===== src/tse_pkg.sv =====
// tse_pkg: shared types and constants of the table search engine
// no dependencies; used by tse_search_ctrl, table_search_engine and tse_checker
`timescale 1ns / 1ps
`default_nettype none

package tse_pkg;

  // default geometry of the table
  localparam int DEF_TABLE_DEPTH = 128;
  localparam int DEF_VALUE_WIDTH = 32;

  // fixed field widths of the stream beats
  localparam int OPCODE_W    = 2;
  localparam int INDEX_W     = 7;
  localparam int FIELD_W     = 32;
  localparam int LEN_W       = 8;
  localparam int IN_TDATA_W  = 80;
  localparam int OUT_TDATA_W = 8;

  // configuration port
  localparam int APB_ADDR_W = 3;
  localparam int APB_DATA_W = 32;
  localparam logic REG_TABLE_LENGTH = 1'b0;  // word index of table_length

  // item operations
  typedef enum logic [OPCODE_W-1:0] {
    OP_WRITE   = 2'd0,
    OP_LINEAR  = 2'd1,
    OP_ORDERED = 2'd2,
    OP_BINARY  = 2'd3
  } op_t;

  // one search result
  typedef struct packed {
    logic [INDEX_W-1:0] match_index;
    logic               found;
  } res_t;

endpackage

`default_nettype wire


===== src/tse_table_mem.sv =====
// tse_table_mem: single-port-write, single-port-read table memory
// registered read data; no package dependency
`timescale 1ns / 1ps
`default_nettype none

module tse_table_mem #(
  parameter int DEPTH = 128,
  parameter int WIDTH = 32,
  localparam int AW = $clog2(DEPTH)
) (
  input  wire logic             clk,
  input  wire logic             we,
  input  wire logic [AW-1:0]    waddr,
  input  wire logic [WIDTH-1:0] wdata,
  input  wire logic             re,
  input  wire logic [AW-1:0]    raddr,
  output logic      [WIDTH-1:0] rdata
);

  logic [WIDTH-1:0] mem [DEPTH];

  // write port
  always_ff @(posedge clk) begin
    if (we) begin
      mem[waddr] <= wdata;
    end
  end

  // read port, registered
  always_ff @(posedge clk) begin
    if (re) begin
      rdata <= mem[raddr];
    end
  end

endmodule

`default_nettype wire


===== src/tse_search_ctrl.sv =====
// tse_search_ctrl: search sequencer and result register
// drives the table memory read port; uses tse_pkg types
`timescale 1ns / 1ps
`default_nettype none

module tse_search_ctrl #(
  parameter int TABLE_DEPTH = tse_pkg::DEF_TABLE_DEPTH,
  parameter int VALUE_WIDTH = tse_pkg::DEF_VALUE_WIDTH,
  localparam int IDX_W = $clog2(TABLE_DEPTH),
  localparam int CNT_W = $clog2(TABLE_DEPTH + 1)
) (
  input  wire logic                          clk,
  input  wire logic                          rst_n,
  // search request from the input side
  input  wire logic                          start,
  input  wire tse_pkg::op_t                  start_op,
  input  wire logic signed [VALUE_WIDTH-1:0] start_key,
  input  wire logic [CNT_W-1:0]              start_len,
  output logic                               idle,
  // table read port
  output logic                               mem_re,
  output logic [IDX_W-1:0]                   mem_raddr,
  input  wire logic [VALUE_WIDTH-1:0]        mem_rdata,
  // result side
  output logic                               res_valid,
  input  wire logic                          res_ready,
  output tse_pkg::res_t                      res
);

  typedef enum logic [2:0] {
    ST_IDLE,
    ST_SCAN,
    ST_BIN_PROBE,
    ST_BIN_CMP,
    ST_DONE
  } state_t;

  state_t                  state_r,     state_nxt;
  logic                    ordered_r,   ordered_nxt;
  logic signed [VALUE_WIDTH-1:0] key_r, key_nxt;
  logic [CNT_W-1:0]        len_r,       len_nxt;
  logic [CNT_W-1:0]        issue_r,     issue_nxt;
  logic [IDX_W-1:0]        cmp_idx_r,   cmp_idx_nxt;
  logic                    cmp_vld_r,   cmp_vld_nxt;
  logic [CNT_W-1:0]        lo_r,        lo_nxt;
  logic [CNT_W-1:0]        hi1_r,       hi1_nxt;   // upper bound plus one
  logic [IDX_W-1:0]        mid_r,       mid_nxt;
  logic                    hit_r,       hit_nxt;
  logic [IDX_W-1:0]        hit_idx_r,   hit_idx_nxt;
  logic                    out_vld_r,   out_vld_nxt;
  tse_pkg::res_t           out_res_r,   out_res_nxt;

  logic signed [VALUE_WIDTH-1:0] entry;
  logic                    key_eq;
  logic                    key_lt;
  logic [CNT_W:0]          mid_sum;
  logic [IDX_W-1:0]        mid_probe;
  logic                    scan_rd;

  assign entry     = $signed(mem_rdata);
  assign key_eq    = (key_r == entry);
  assign key_lt    = (key_r < entry);
  assign mid_sum   = {1'b0, lo_r} + {1'b0, hi1_r} - (CNT_W + 1)'(1);
  assign mid_probe = mid_sum[IDX_W:1];
  assign scan_rd   = (issue_r < len_r);

  assign idle      = (state_r == ST_IDLE);
  assign res_valid = out_vld_r;
  assign res       = out_res_r;

  // read port select
  always_comb begin
    mem_re    = 1'b0;
    mem_raddr = mid_probe;
    if (state_r == ST_SCAN) begin
      mem_re    = scan_rd;
      mem_raddr = issue_r[IDX_W-1:0];
    end else if (state_r == ST_BIN_PROBE) begin
      mem_re    = (lo_r < hi1_r);
    end
  end

  // next state
  always_comb begin
    state_nxt   = state_r;
    ordered_nxt = ordered_r;
    key_nxt     = key_r;
    len_nxt     = len_r;
    issue_nxt   = issue_r;
    cmp_idx_nxt = cmp_idx_r;
    cmp_vld_nxt = cmp_vld_r;
    lo_nxt      = lo_r;
    hi1_nxt     = hi1_r;
    mid_nxt     = mid_r;
    hit_nxt     = hit_r;
    hit_idx_nxt = hit_idx_r;
    out_vld_nxt = out_vld_r && !res_ready;
    out_res_nxt = out_res_r;

    unique case (state_r)
      ST_IDLE: begin
        if (start) begin
          key_nxt     = start_key;
          len_nxt     = start_len;
          ordered_nxt = (start_op == tse_pkg::OP_ORDERED);
          issue_nxt   = '0;
          cmp_vld_nxt = 1'b0;
          lo_nxt      = '0;
          hi1_nxt     = start_len;
          hit_nxt     = 1'b0;
          hit_idx_nxt = '0;
          if (start_len == '0) begin
            state_nxt = ST_DONE;
          end else if (start_op == tse_pkg::OP_BINARY) begin
            state_nxt = ST_BIN_PROBE;
          end else begin
            state_nxt = ST_SCAN;
          end
        end
      end

      // one read issued and one entry compared per cycle
      ST_SCAN: begin
        cmp_vld_nxt = scan_rd;
        cmp_idx_nxt = issue_r[IDX_W-1:0];
        if (scan_rd) begin
          issue_nxt = issue_r + CNT_W'(1);
        end
        if (cmp_vld_r) begin
          if (key_eq) begin
            hit_nxt     = 1'b1;
            hit_idx_nxt = cmp_idx_r;
            state_nxt   = ST_DONE;
          end else if (ordered_r && key_lt) begin
            state_nxt = ST_DONE;
          end else if (CNT_W'(cmp_idx_r) + CNT_W'(1) == len_r) begin
            state_nxt = ST_DONE;
          end
        end
      end

      // probe the middle of the open range
      ST_BIN_PROBE: begin
        if (lo_r < hi1_r) begin
          mid_nxt   = mid_probe;
          state_nxt = ST_BIN_CMP;
        end else begin
          state_nxt = ST_DONE;
        end
      end

      // narrow the range with the probed entry
      ST_BIN_CMP: begin
        if (key_eq) begin
          hit_nxt     = 1'b1;
          hit_idx_nxt = mid_r;
          state_nxt   = ST_DONE;
        end else begin
          if (key_lt) begin
            hi1_nxt = CNT_W'(mid_r);
          end else begin
            lo_nxt = CNT_W'(mid_r) + CNT_W'(1);
          end
          state_nxt = ST_BIN_PROBE;
        end
      end

      // hand the result to the output register
      ST_DONE: begin
        if (!out_vld_r || res_ready) begin
          out_vld_nxt             = 1'b1;
          out_res_nxt.found       = hit_r;
          out_res_nxt.match_index = tse_pkg::INDEX_W'(hit_idx_r);
          state_nxt               = ST_IDLE;
        end
      end

      default: begin
        state_nxt = ST_IDLE;
      end
    endcase
  end

  // state and registered outputs
  always_ff @(posedge clk) begin
    if (!rst_n) begin
      state_r   <= ST_IDLE;
      cmp_vld_r <= 1'b0;
      out_vld_r <= 1'b0;
    end else begin
      state_r   <= state_nxt;
      cmp_vld_r <= cmp_vld_nxt;
      out_vld_r <= out_vld_nxt;
    end
    ordered_r <= ordered_nxt;
    key_r     <= key_nxt;
    len_r     <= len_nxt;
    issue_r   <= issue_nxt;
    cmp_idx_r <= cmp_idx_nxt;
    lo_r      <= lo_nxt;
    hi1_r     <= hi1_nxt;
    mid_r     <= mid_nxt;
    hit_r     <= hit_nxt;
    hit_idx_r <= hit_idx_nxt;
    out_res_r <= out_res_nxt;
  end

endmodule

`default_nettype wire


===== src/table_search_engine.sv =====
// table_search_engine: top level with stream ports and configuration register
// uses tse_pkg, tse_table_mem and tse_search_ctrl
`timescale 1ns / 1ps
`default_nettype none

// A write beat stores one signed entry and gives no result. A search beat
// runs alone through the single read port of the table memory: linear and
// ordered scans read one entry per cycle and may stop early, and binary
// search reads one entry per probe and compares it in a separate step.
// The result waits in an output register; the next beat is taken as soon
// as the search has handed its result over. A table_length above the
// table depth covers the whole table. Entries must be written before a
// search reads them; the memory has no reset.
module table_search_engine #(
  parameter int TABLE_DEPTH = tse_pkg::DEF_TABLE_DEPTH,
  parameter int VALUE_WIDTH = tse_pkg::DEF_VALUE_WIDTH
) (
  input  wire logic                               clk,
  input  wire logic                               rst_n,
  // input stream
  input  wire logic                               in_tvalid,
  output logic                                    in_tready,
  // opcode[1:0], entry_index[8:2], entry_value[40:9], search_key[72:41], zero pad
  input  wire logic [tse_pkg::IN_TDATA_W-1:0]     in_tdata,
  // result stream
  output logic                                    out_tvalid,
  input  wire logic                               out_tready,
  // found[0], match_index[7:1]
  output logic [tse_pkg::OUT_TDATA_W-1:0]         out_tdata,
  // configuration port
  input  wire logic                               cfg_psel,
  input  wire logic                               cfg_penable,
  input  wire logic                               cfg_pwrite,
  input  wire logic [tse_pkg::APB_ADDR_W-1:0]     cfg_paddr,
  input  wire logic [tse_pkg::APB_DATA_W-1:0]     cfg_pwdata,
  output logic [tse_pkg::APB_DATA_W-1:0]          cfg_prdata,
  output logic                                    cfg_pready
);

  localparam int IDX_W = $clog2(TABLE_DEPTH);
  localparam int CNT_W = $clog2(TABLE_DEPTH + 1);
  localparam int CMP_W = (CNT_W > tse_pkg::LEN_W) ? CNT_W : tse_pkg::LEN_W;

  tse_pkg::op_t                      in_opcode;
  logic [tse_pkg::INDEX_W-1:0]       in_entry_index;
  logic signed [tse_pkg::FIELD_W-1:0] in_entry_value;
  logic signed [tse_pkg::FIELD_W-1:0] in_search_key;

  logic [tse_pkg::LEN_W-1:0]         table_length_r;
  logic [CMP_W-1:0]                  len_wide;
  logic [CNT_W-1:0]                  len_cov;

  logic                              in_beat;
  logic                              wr_en;
  logic [IDX_W-1:0]                  wr_addr;
  logic signed [VALUE_WIDTH-1:0]     wr_value;
  logic signed [VALUE_WIDTH-1:0]     key_ext;

  logic                              idle;
  logic                              mem_re;
  logic [IDX_W-1:0]                  mem_raddr;
  logic [VALUE_WIDTH-1:0]            mem_rdata;
  tse_pkg::res_t                     res;

  // unpack the input beat
  assign in_opcode      = tse_pkg::op_t'(in_tdata[1:0]);
  assign in_entry_index = in_tdata[8:2];
  assign in_entry_value = $signed(in_tdata[40:9]);
  assign in_search_key  = $signed(in_tdata[72:41]);

  assign in_tready = idle;
  assign in_beat   = in_tvalid && in_tready;

  // values and keys wrap to the table word width
  assign wr_value = VALUE_WIDTH'(in_entry_value);
  assign key_ext  = VALUE_WIDTH'(in_search_key);

  // table write, out-of-range positions dropped
  assign wr_en   = in_beat && (in_opcode == tse_pkg::OP_WRITE)
                   && (32'(in_entry_index) < TABLE_DEPTH);
  assign wr_addr = IDX_W'(in_entry_index);

  // covered length saturates at the table depth
  assign len_wide = CMP_W'(table_length_r);
  assign len_cov  = (len_wide > CMP_W'(TABLE_DEPTH)) ? CNT_W'(TABLE_DEPTH)
                                                     : CNT_W'(len_wide);

  // configuration register
  always_ff @(posedge clk) begin
    if (!rst_n) begin
      table_length_r <= '0;
    end else if (cfg_psel && cfg_penable && cfg_pwrite && cfg_pready
                 && (cfg_paddr[2] == tse_pkg::REG_TABLE_LENGTH)) begin
      table_length_r <= cfg_pwdata[tse_pkg::LEN_W-1:0];
    end
  end

  assign cfg_pready = 1'b1;
  assign cfg_prdata = (cfg_paddr[2] == tse_pkg::REG_TABLE_LENGTH)
                      ? tse_pkg::APB_DATA_W'(table_length_r) : '0;

  tse_table_mem #(
    .DEPTH (TABLE_DEPTH),
    .WIDTH (VALUE_WIDTH)
  ) u_mem (
    .clk   (clk),
    .we    (wr_en),
    .waddr (wr_addr),
    .wdata (wr_value),
    .re    (mem_re),
    .raddr (mem_raddr),
    .rdata (mem_rdata)
  );

  tse_search_ctrl #(
    .TABLE_DEPTH (TABLE_DEPTH),
    .VALUE_WIDTH (VALUE_WIDTH)
  ) u_ctrl (
    .clk       (clk),
    .rst_n     (rst_n),
    .start     (in_beat && (in_opcode != tse_pkg::OP_WRITE)),
    .start_op  (in_opcode),
    .start_key (key_ext),
    .start_len (len_cov),
    .idle      (idle),
    .mem_re    (mem_re),
    .mem_raddr (mem_raddr),
    .mem_rdata (mem_rdata),
    .res_valid (out_tvalid),
    .res_ready (out_tready),
    .res       (res)
  );

  // pack the result beat
  assign out_tdata = {res.match_index, res.found};

endmodule

`default_nettype wire


===== config.mk =====
export PLATFORM = sky130hd
export DESIGN_NAME = table_search_engine
export DESIGN_NICKNAME = d
export VERILOG_FILES = /design/src/tse_pkg.sv /design/src/tse_table_mem.sv /design/src/tse_search_ctrl.sv /design/src/table_search_engine.sv
export SDC_FILE = /design/constraint.sdc
export NUM_CORES = 2
export LEC_CHECK = 0
export BUFFER_PORTS_ARGS = -buffer_cell sky130_fd_sc_hd__buf_2
export CAP_MARGIN = 20
export CORE_UTILIZATION = 50
export CTS_CLUSTER_DIAMETER = 30
export DETAILED_ROUTE_END_ITERATION = 6
export PLACE_DENSITY = 0.65
export SYNTH_ARGS = -nofsm -noshare
export SYNTH_HDL_FRONTEND = slang
export SYNTH_SLANG_ARGS = --single-unit

===== constraint.sdc =====
create_clock -name clk -period 7.5 [get_ports clk]
set_input_delay 0.375 -clock clk [delete_from_list [all_inputs] [get_ports clk]]
set_output_delay 0.375 -clock clk [all_outputs]
set_load 0.01 [all_outputs]

# --- Word level (Yosys, flattened, before mapping) ---
# Memories as Yosys holds them, arrays and structs flattened. A register that Yosys moved wholly into a read port is not among the register bits.
# Index checks and enable logic that the tools add are counted.
totals:
  mem_count: 1
  inputBits: 122
  elab_cells: 113
  regBits: 108
  out_inout_bits: 43
  ramBits: 4096
mem_list:
  columns: ["name", "words", "width", "read_ports", "rd_ports_with_merged_regs", "wr", "line", "rtl"]
  rows:
  - ["u_mem.mem", 128, 32, 1, 1, 1, "tse_table_mem.sv:20", "logic [WIDTH-1:0] mem [DEPTH];"]
classes:
  add_sub_neg: 5
  n_eq_ne: 18
  n_lt_le_gt_ge: 4
  n_reduce_logical: 28
  n_bitwise: 1
  mux: 40
op_table:
  columns: ["op", "n"]
  rows:
  - ["2-to-1 mux 8 bit", 9]
  - ["one-hot mux 8 bit (2 select lines)", 3]
  - ["2-to-1 mux 7 bit", 5]
  - ["equality test 32 bit", 1]
  - ["< comparator 32 bit", 1]
  - ["2-to-1 mux 3 bit", 9]
  - ["one-hot mux 7 bit (3 select lines)", 1]
  - ["adder 7 x 1 -> 8 bit (second input constant)", 2]
  - ["< comparator 8 bit", 2]
  - ["one-hot mux 3 bit (5 select lines)", 1]
  - ["!= test 2 x 1 -> 1 bit (second input constant)", 7]
  - ["AND reduction 4 bit", 3]
  - ["2-to-1 mux 1 bit", 9]
  - ["adder 8 x 1 -> 8 bit (second input constant)", 1]
  - ["adder 8 bit", 1]
  - ["equality test 8 bit", 1]
  - ["> comparator 8 bit (second input constant)", 1]
  - ["logical AND 1 bit", 8]
  - ["logical NOT 8 bit", 1]
  - ["AND reduction 2 bit", 4]
  - ["subtractor 8 x 1 -> 8 bit (second input constant)", 1]
  - ["equality test 3 x 2 -> 1 bit (second input constant)", 2]
  - ["AND reduction 3 bit", 2]
  - ["nonzero test 2 bit", 3]
  - ["15 further kinds", 18]

# --- Longest topological paths before layout ---
depth:
  ltp_word: 7
  ltp_mapped: 17
  mapped_depth_nobuf: 13

# --- By module ---
# A second synthesis with hierarchy kept.
hier_totals:
  hier_cells: 6579
  area_unflattened_um2: 162839.9
modules_own_cells:
  columns: ["mod", "seq_area_each_um2", "n_inst", "cells_per_inst", "area_each_um2"]
  rows:
  - ["tse_table_mem", 123958.9, 1, 5990, 156596.4]
  - ["tse_search_ctrl", 2952.8, 1, 506, 5582.9]
  - ["table_search_engine", 160.2, 1, 83, 660.6]

# --- Worst setup path before layout ---
# No wires, ideal clock.
synth_timing:
  path_kind: "register to register"
  startpoint: "register u_ctrl.lo_r[0]"
  endpoint: "register u_mem.rdata[0] (read register of u_mem.mem), data pin"
  setup_time_ns: 0.271
  n_path_buf: 3
  setup_slack_ns: 3.642
  path_stages_with_launch: 15
  required_time_ns: 7.229
  arrival_ns: 3.587
  synth_period_minus_slack_ns: 3.858
  path_cell_list: "edfxtp_1 > or2_2 > ha_1 > fa_1 > and3_1 > or3_1 > a31o_2 > buf_2 > buf_2 > clkbuf_1 > mux4_2 > o21ai_0 > o2111ai_1 > a2111oi_0 > nand4_1"
synth_between:
  elab_chain_cells: 3
  elab_cells_between_ends: 6
  cone_classes: "2 x add/sub; 1 x order compare; 3 x mux"
synth_rtl:
  columns: ["item", "line", "rtl"]
  rows:
  - ["from (decl)", "tse_search_ctrl.sv:45", "logic [CNT_W-1:0] lo_r, lo_nxt;"]
  - ["from (signal assigned)", "tse_search_ctrl.sv:200", "lo_r <= lo_nxt;"]
  - ["adder 8 bit or < comparator 8 bit (tied branches)", "tse_search_ctrl.sv:63, tse_search_ctrl.sv:79", null]
  - ["subtractor 8 x 1 -> 8 bit or 2-to-1 mux 1 bit (tied branches)", "tse_search_ctrl.sv:63, tse_search_ctrl.sv:78", null]
  - ["2-to-1 mux 7 bit or 2-to-1 mux 1 bit (tied branches)", "tse_search_ctrl.sv:75", "if (state_r == ST_SCAN) begin"]
  - ["to (decl)", "tse_table_mem.sv:17", "output logic [WIDTH-1:0] rdata"]
# Several ways; a longest one is shown, not always the timed one.
# A chain may end at the register's enable or synchronous reset.

# --- Worst setup path after layout ---
layout_timing:
  startpoint: "register u_ctrl.lo_r[1]"
  endpoint: "register u_mem.rdata[17] (read register of u_mem.mem), data pin"
# The elaborated chain is that of the path after synthesis.

==> results.py <==
metrics = {
    "pwr": {
        "powerDensity_mw_per_mm2": 403,
        "power.leakage_nw": 69.0,
        "irDropWorstVdd_v": 0.000435,
    },
    "timing": {
        "tns_ns": 0,
        "slew_viol_final": 0,
        "fin_ws_ns": 1.66,
        "setup_viol": 0,
        "skew_ns": 0.0959,
        "finalCriticalPeriod_ns": 5.84,
        "fmax_mhz": 171,
        "worst_pin_slew_ns": 1.23,
        "hold_slack_ns": 0.0383,
        "rsz0062_at_grt": "no",
        "period_share": 0.779,
        "finalHoldViolCount": 0,
        "relSlewSlack": 0.182,
    },
    "synth": {
        "yosys.area_share.simple": 0.122,
        "yosysTopAreaCell": "edfxtp_1",
        "synth_cell_types": 73,
        "synth_edf_count": 4223,
        "synth-seq-cells": 4236,
        "synth_top_family_by_area": "simple AND/OR/NAND/NOR gates",
        "syn_area_mm2": 0.167,
        "seq_area_frac_synth": 0.762,
        "synthAdderAreaFrac": 0.00470,
        "ys.flop_type": "edfxtp_1",
        "synthMuxAreaShare": 0.0583,
        "synth_compound_area_frac": 0.0314,
        "async_reset_ff_frac": 0,
        "synthDominantCellAreaShare": 0.761,
        "synth_area_leaders": "edfxtp_1 76%, nand2_1 5.9%, nand3_1 4.9%, mux4_2 3.5%, mux2i_1 2.3%",
        "synth.avg_cell_area_um2": 14.9,
        "syn_inst": 11200,
        "synth_warnings": 0,
        "synth-xor-area-share": 0.00126,
    },
    "routing": {
        "drtPass1Iterations": 7,
        "dr.first_iter.drc_count": 14000,
        "routed-via-count": 103000,
        "wl_mm": 485,
        "vias_per_cell": 6.14,
        "antenna_left": 0,
        "wl_per_cell_um": 28.8,
        "drc": 4,
    },
    "finish": {
        "area_growth_syn_to_layout_pct": 20.7,
        "nets": 12000,
        "regArea_mm2": 0.127,
        "fillers": 23600,
        "multi_input_area_mm2": 0.0377,
        "drive_above_1_share": 0.168,
    },
    "critical_path": {
        "cp.required_ns": 8.23,
        "crit_fanout": 16,
        "end_kind": "flip-flop",
        "crit_type": "reg2reg",
        "r2r_cells": 15,
        "crit-reg2reg-launch": "u_ctrl.lo_r[1]",
        "critPathArrivalTime_ns": 6.57,
        "startpoint": "u_ctrl.lo_r[1]",
        "start_kind": "flip-flop",
    },
    "grt": {
        "grt_pass1_wl_mm": 687,
        "grt.total_usage": 0.284,
        "antenna_found_initial": 49,
        "grt_pass1_vias": 101000,
        "overflow": 0,
        "grt_max_degree": 176,
    },
    "floorplanning": {
        "die_h_um": 579,
        "start_util": 0.503,
        "ios": 165,
        "dieArea_mm2": 0.336,
        "die_x_um": 579,
        "row_count": 211,
        "core_mm2": 0.331,
    },
    "clock_tree": {
        "cts-htree-levels": 6,
        "worstSkewPairLatency_ns": 1.07,
        "numClockSinks": 4236,
        "cts_setup_buffers": 0,
        "cts_resized": 0,
        "clkSlewWorstSetupHoldPaths_ns": 0.05,
        "cts_made_buffers": 726,
        "root_buffer": "clkbuf_16",
        "cts_hold_buffers": 112,
        "cts_tree": "built",
        "clock_path_buffers": 4,
    },
    "run_status": {
        "violations": "design-rule violations",
        "outcome": "complete, but fails checks",
    },
    "hold_path": {
        "worstHoldPathCells": 1,
        "worstHoldPathType": "in2reg",
        "hold_start": "in_tdata[30]",
    },
    "placement": {
        "hpwlAfterDp_mm": 258,
        "io_buffers": 106,
        "globalplace.congestion": 0.867,
        "pre_cts_slack_ns": 1.82,
    },
    "job": {
        "maxCapViolCount": 0,
    },
}
synth_stat cells (4+ instances only):
cell	n
a2111oi_0	34
a211oi_1	12
a21o_1	15
a21oi_1	98
a22o_1	10
a22oi_1	9
a31oi_1	116
a32o_1	48
a32oi_1	130
a41oi_1	72
and2_1	6
and3_1	55
buf_1	54
buf_2	78
buf_4	30
buf_6	5
clkbuf_1	538
dfxtp_1	13
edfxtp_1	4223
ha_1	61
inv_1	101
mux2i_1	389
mux4_2	256
nand2_1	2633
nand2b_1	5
nand3_1	1625
nand3b_1	4
nand4_1	45
nor2_1	170
nor2b_1	88
nor3_1	6
nor4_1	45
o2111ai_1	24
o211ai_1	4
o21ai_0	90
o21bai_1	24
or3_1	5
xnor2_1	12
xor2_1	12
cells by family (layout without fill, tap and decap cells):
group,after synthesis,in the layout
mux,649,649
fa+ha+maj,62,62
compound gates,711,711
buf+inv,807,2032
xor+xnor,24,24
flops,4236,4236
other cells,2,43
simple gates,4701,4701
power breakdown:
part,internal (mW),switching (mW),leakage [nW]
logic,6.57,14.2,18.7
registers,26.3,0.0846,38.1
clock network,21.8,11.9,12.2
total,54.7,26.2,69.0
placed cells by master, fill, tap and decap left out, drive strengths merged, types with 130 or more instances in the layout:
cell type	instances
clkinv	294
inv	172
nand2	2633
mux2i	391
nor2	170
clkbuf	803
nand3	1625
a32oi	130
edfxtp	4223
buf	465
mux4	256
routing by layer:
| metal | wire, um | GRT usage |
|---|---|---|
| met5 | 85 | 0 |
| met4 | 24500 | 0.138 |
| met3 | 54100 | 0.0613 |
| met2 | 225000 | 0.445 |
| met1 | 181000 | 0.380 |
sequential cells by signal, summed over array words and instances (netlist names):
| signal | count |
|---|---|
| len_wide | 8 |
| u_ctrl.cmp_idx_r | 7 |
| u_ctrl.cmp_vld_r | 1 |
| u_ctrl.hi1_r | 8 |
| u_ctrl.hit_idx_r | 7 |
| u_ctrl.hit_r | 1 |
| u_ctrl.issue_r | 8 |
| u_ctrl.key_r | 32 |
| u_ctrl.len_r | 8 |
| u_ctrl.lo_r | 8 |
| u_ctrl.mid_r | 7 |
| u_ctrl.ordered_r | 1 |
| u_ctrl.res | 8 |
| u_ctrl.res_valid | 1 |
| u_ctrl.state_r | 3 |
| u_mem.mem | 4096 |
| u_mem.rdata | 32 |
path summary, 6_finish.rpt:
kind                             to  slack [ns]
setup / recovery    u_mem.rdata[17]        1.66
hold / removal    u_mem.mem[70][21]        0.04
setup reg to reg    u_mem.rdata[17]        1.66
hold reg to reg       u_ctrl.res[2]        0.42
worst max-delay path, cell delays in order, from the launching register on:
cell and delay, ns:
edfxtp_1 0.36, inv_1 0.06, ha_1 0.27, inv_1 0.05, ha_1 0.21, fa_1 0.46
and3_1 0.25, or3_1 0.42, a31oi_1 0.82, nor2_4 0.38, buf_4 0.34, a32oi_1 0.56
a21oi_1 0.35, nor4_1 0.57, buf_4 0.28, nand4_1 0.10
stage by stage:
stage,total power [mW],cells,utilization,instance area [um2]
2_1_floorplan,39.5,11200,-,167000
3_3_place_gp,46.9,15300,0.526,174000
3_5_place_dp,47.3,15300,0.527,174000
4_1_cts,81.0,16800,0.607,201000
5_1_grt,83.6,16800,0.607,201000
6_report,81.0,16800,0.608,201000
area by class of cell:
| type | instances | area share |
|---|---|---|
| antenna | 18 | 0.000224 |
| timing repair buffer | 578 | 0.0250 |
| tap | 4366 | 0.0272 |
| multi-input combinational | 6172 | 0.187 |
| clock inverter | 550 | 0.0342 |
| clock buffer | 802 | 0.0923 |
| inverter | 102 | 0.00190 |
| sequential | 4236 | 0.632 |
(Power assumes the default switching activity.)
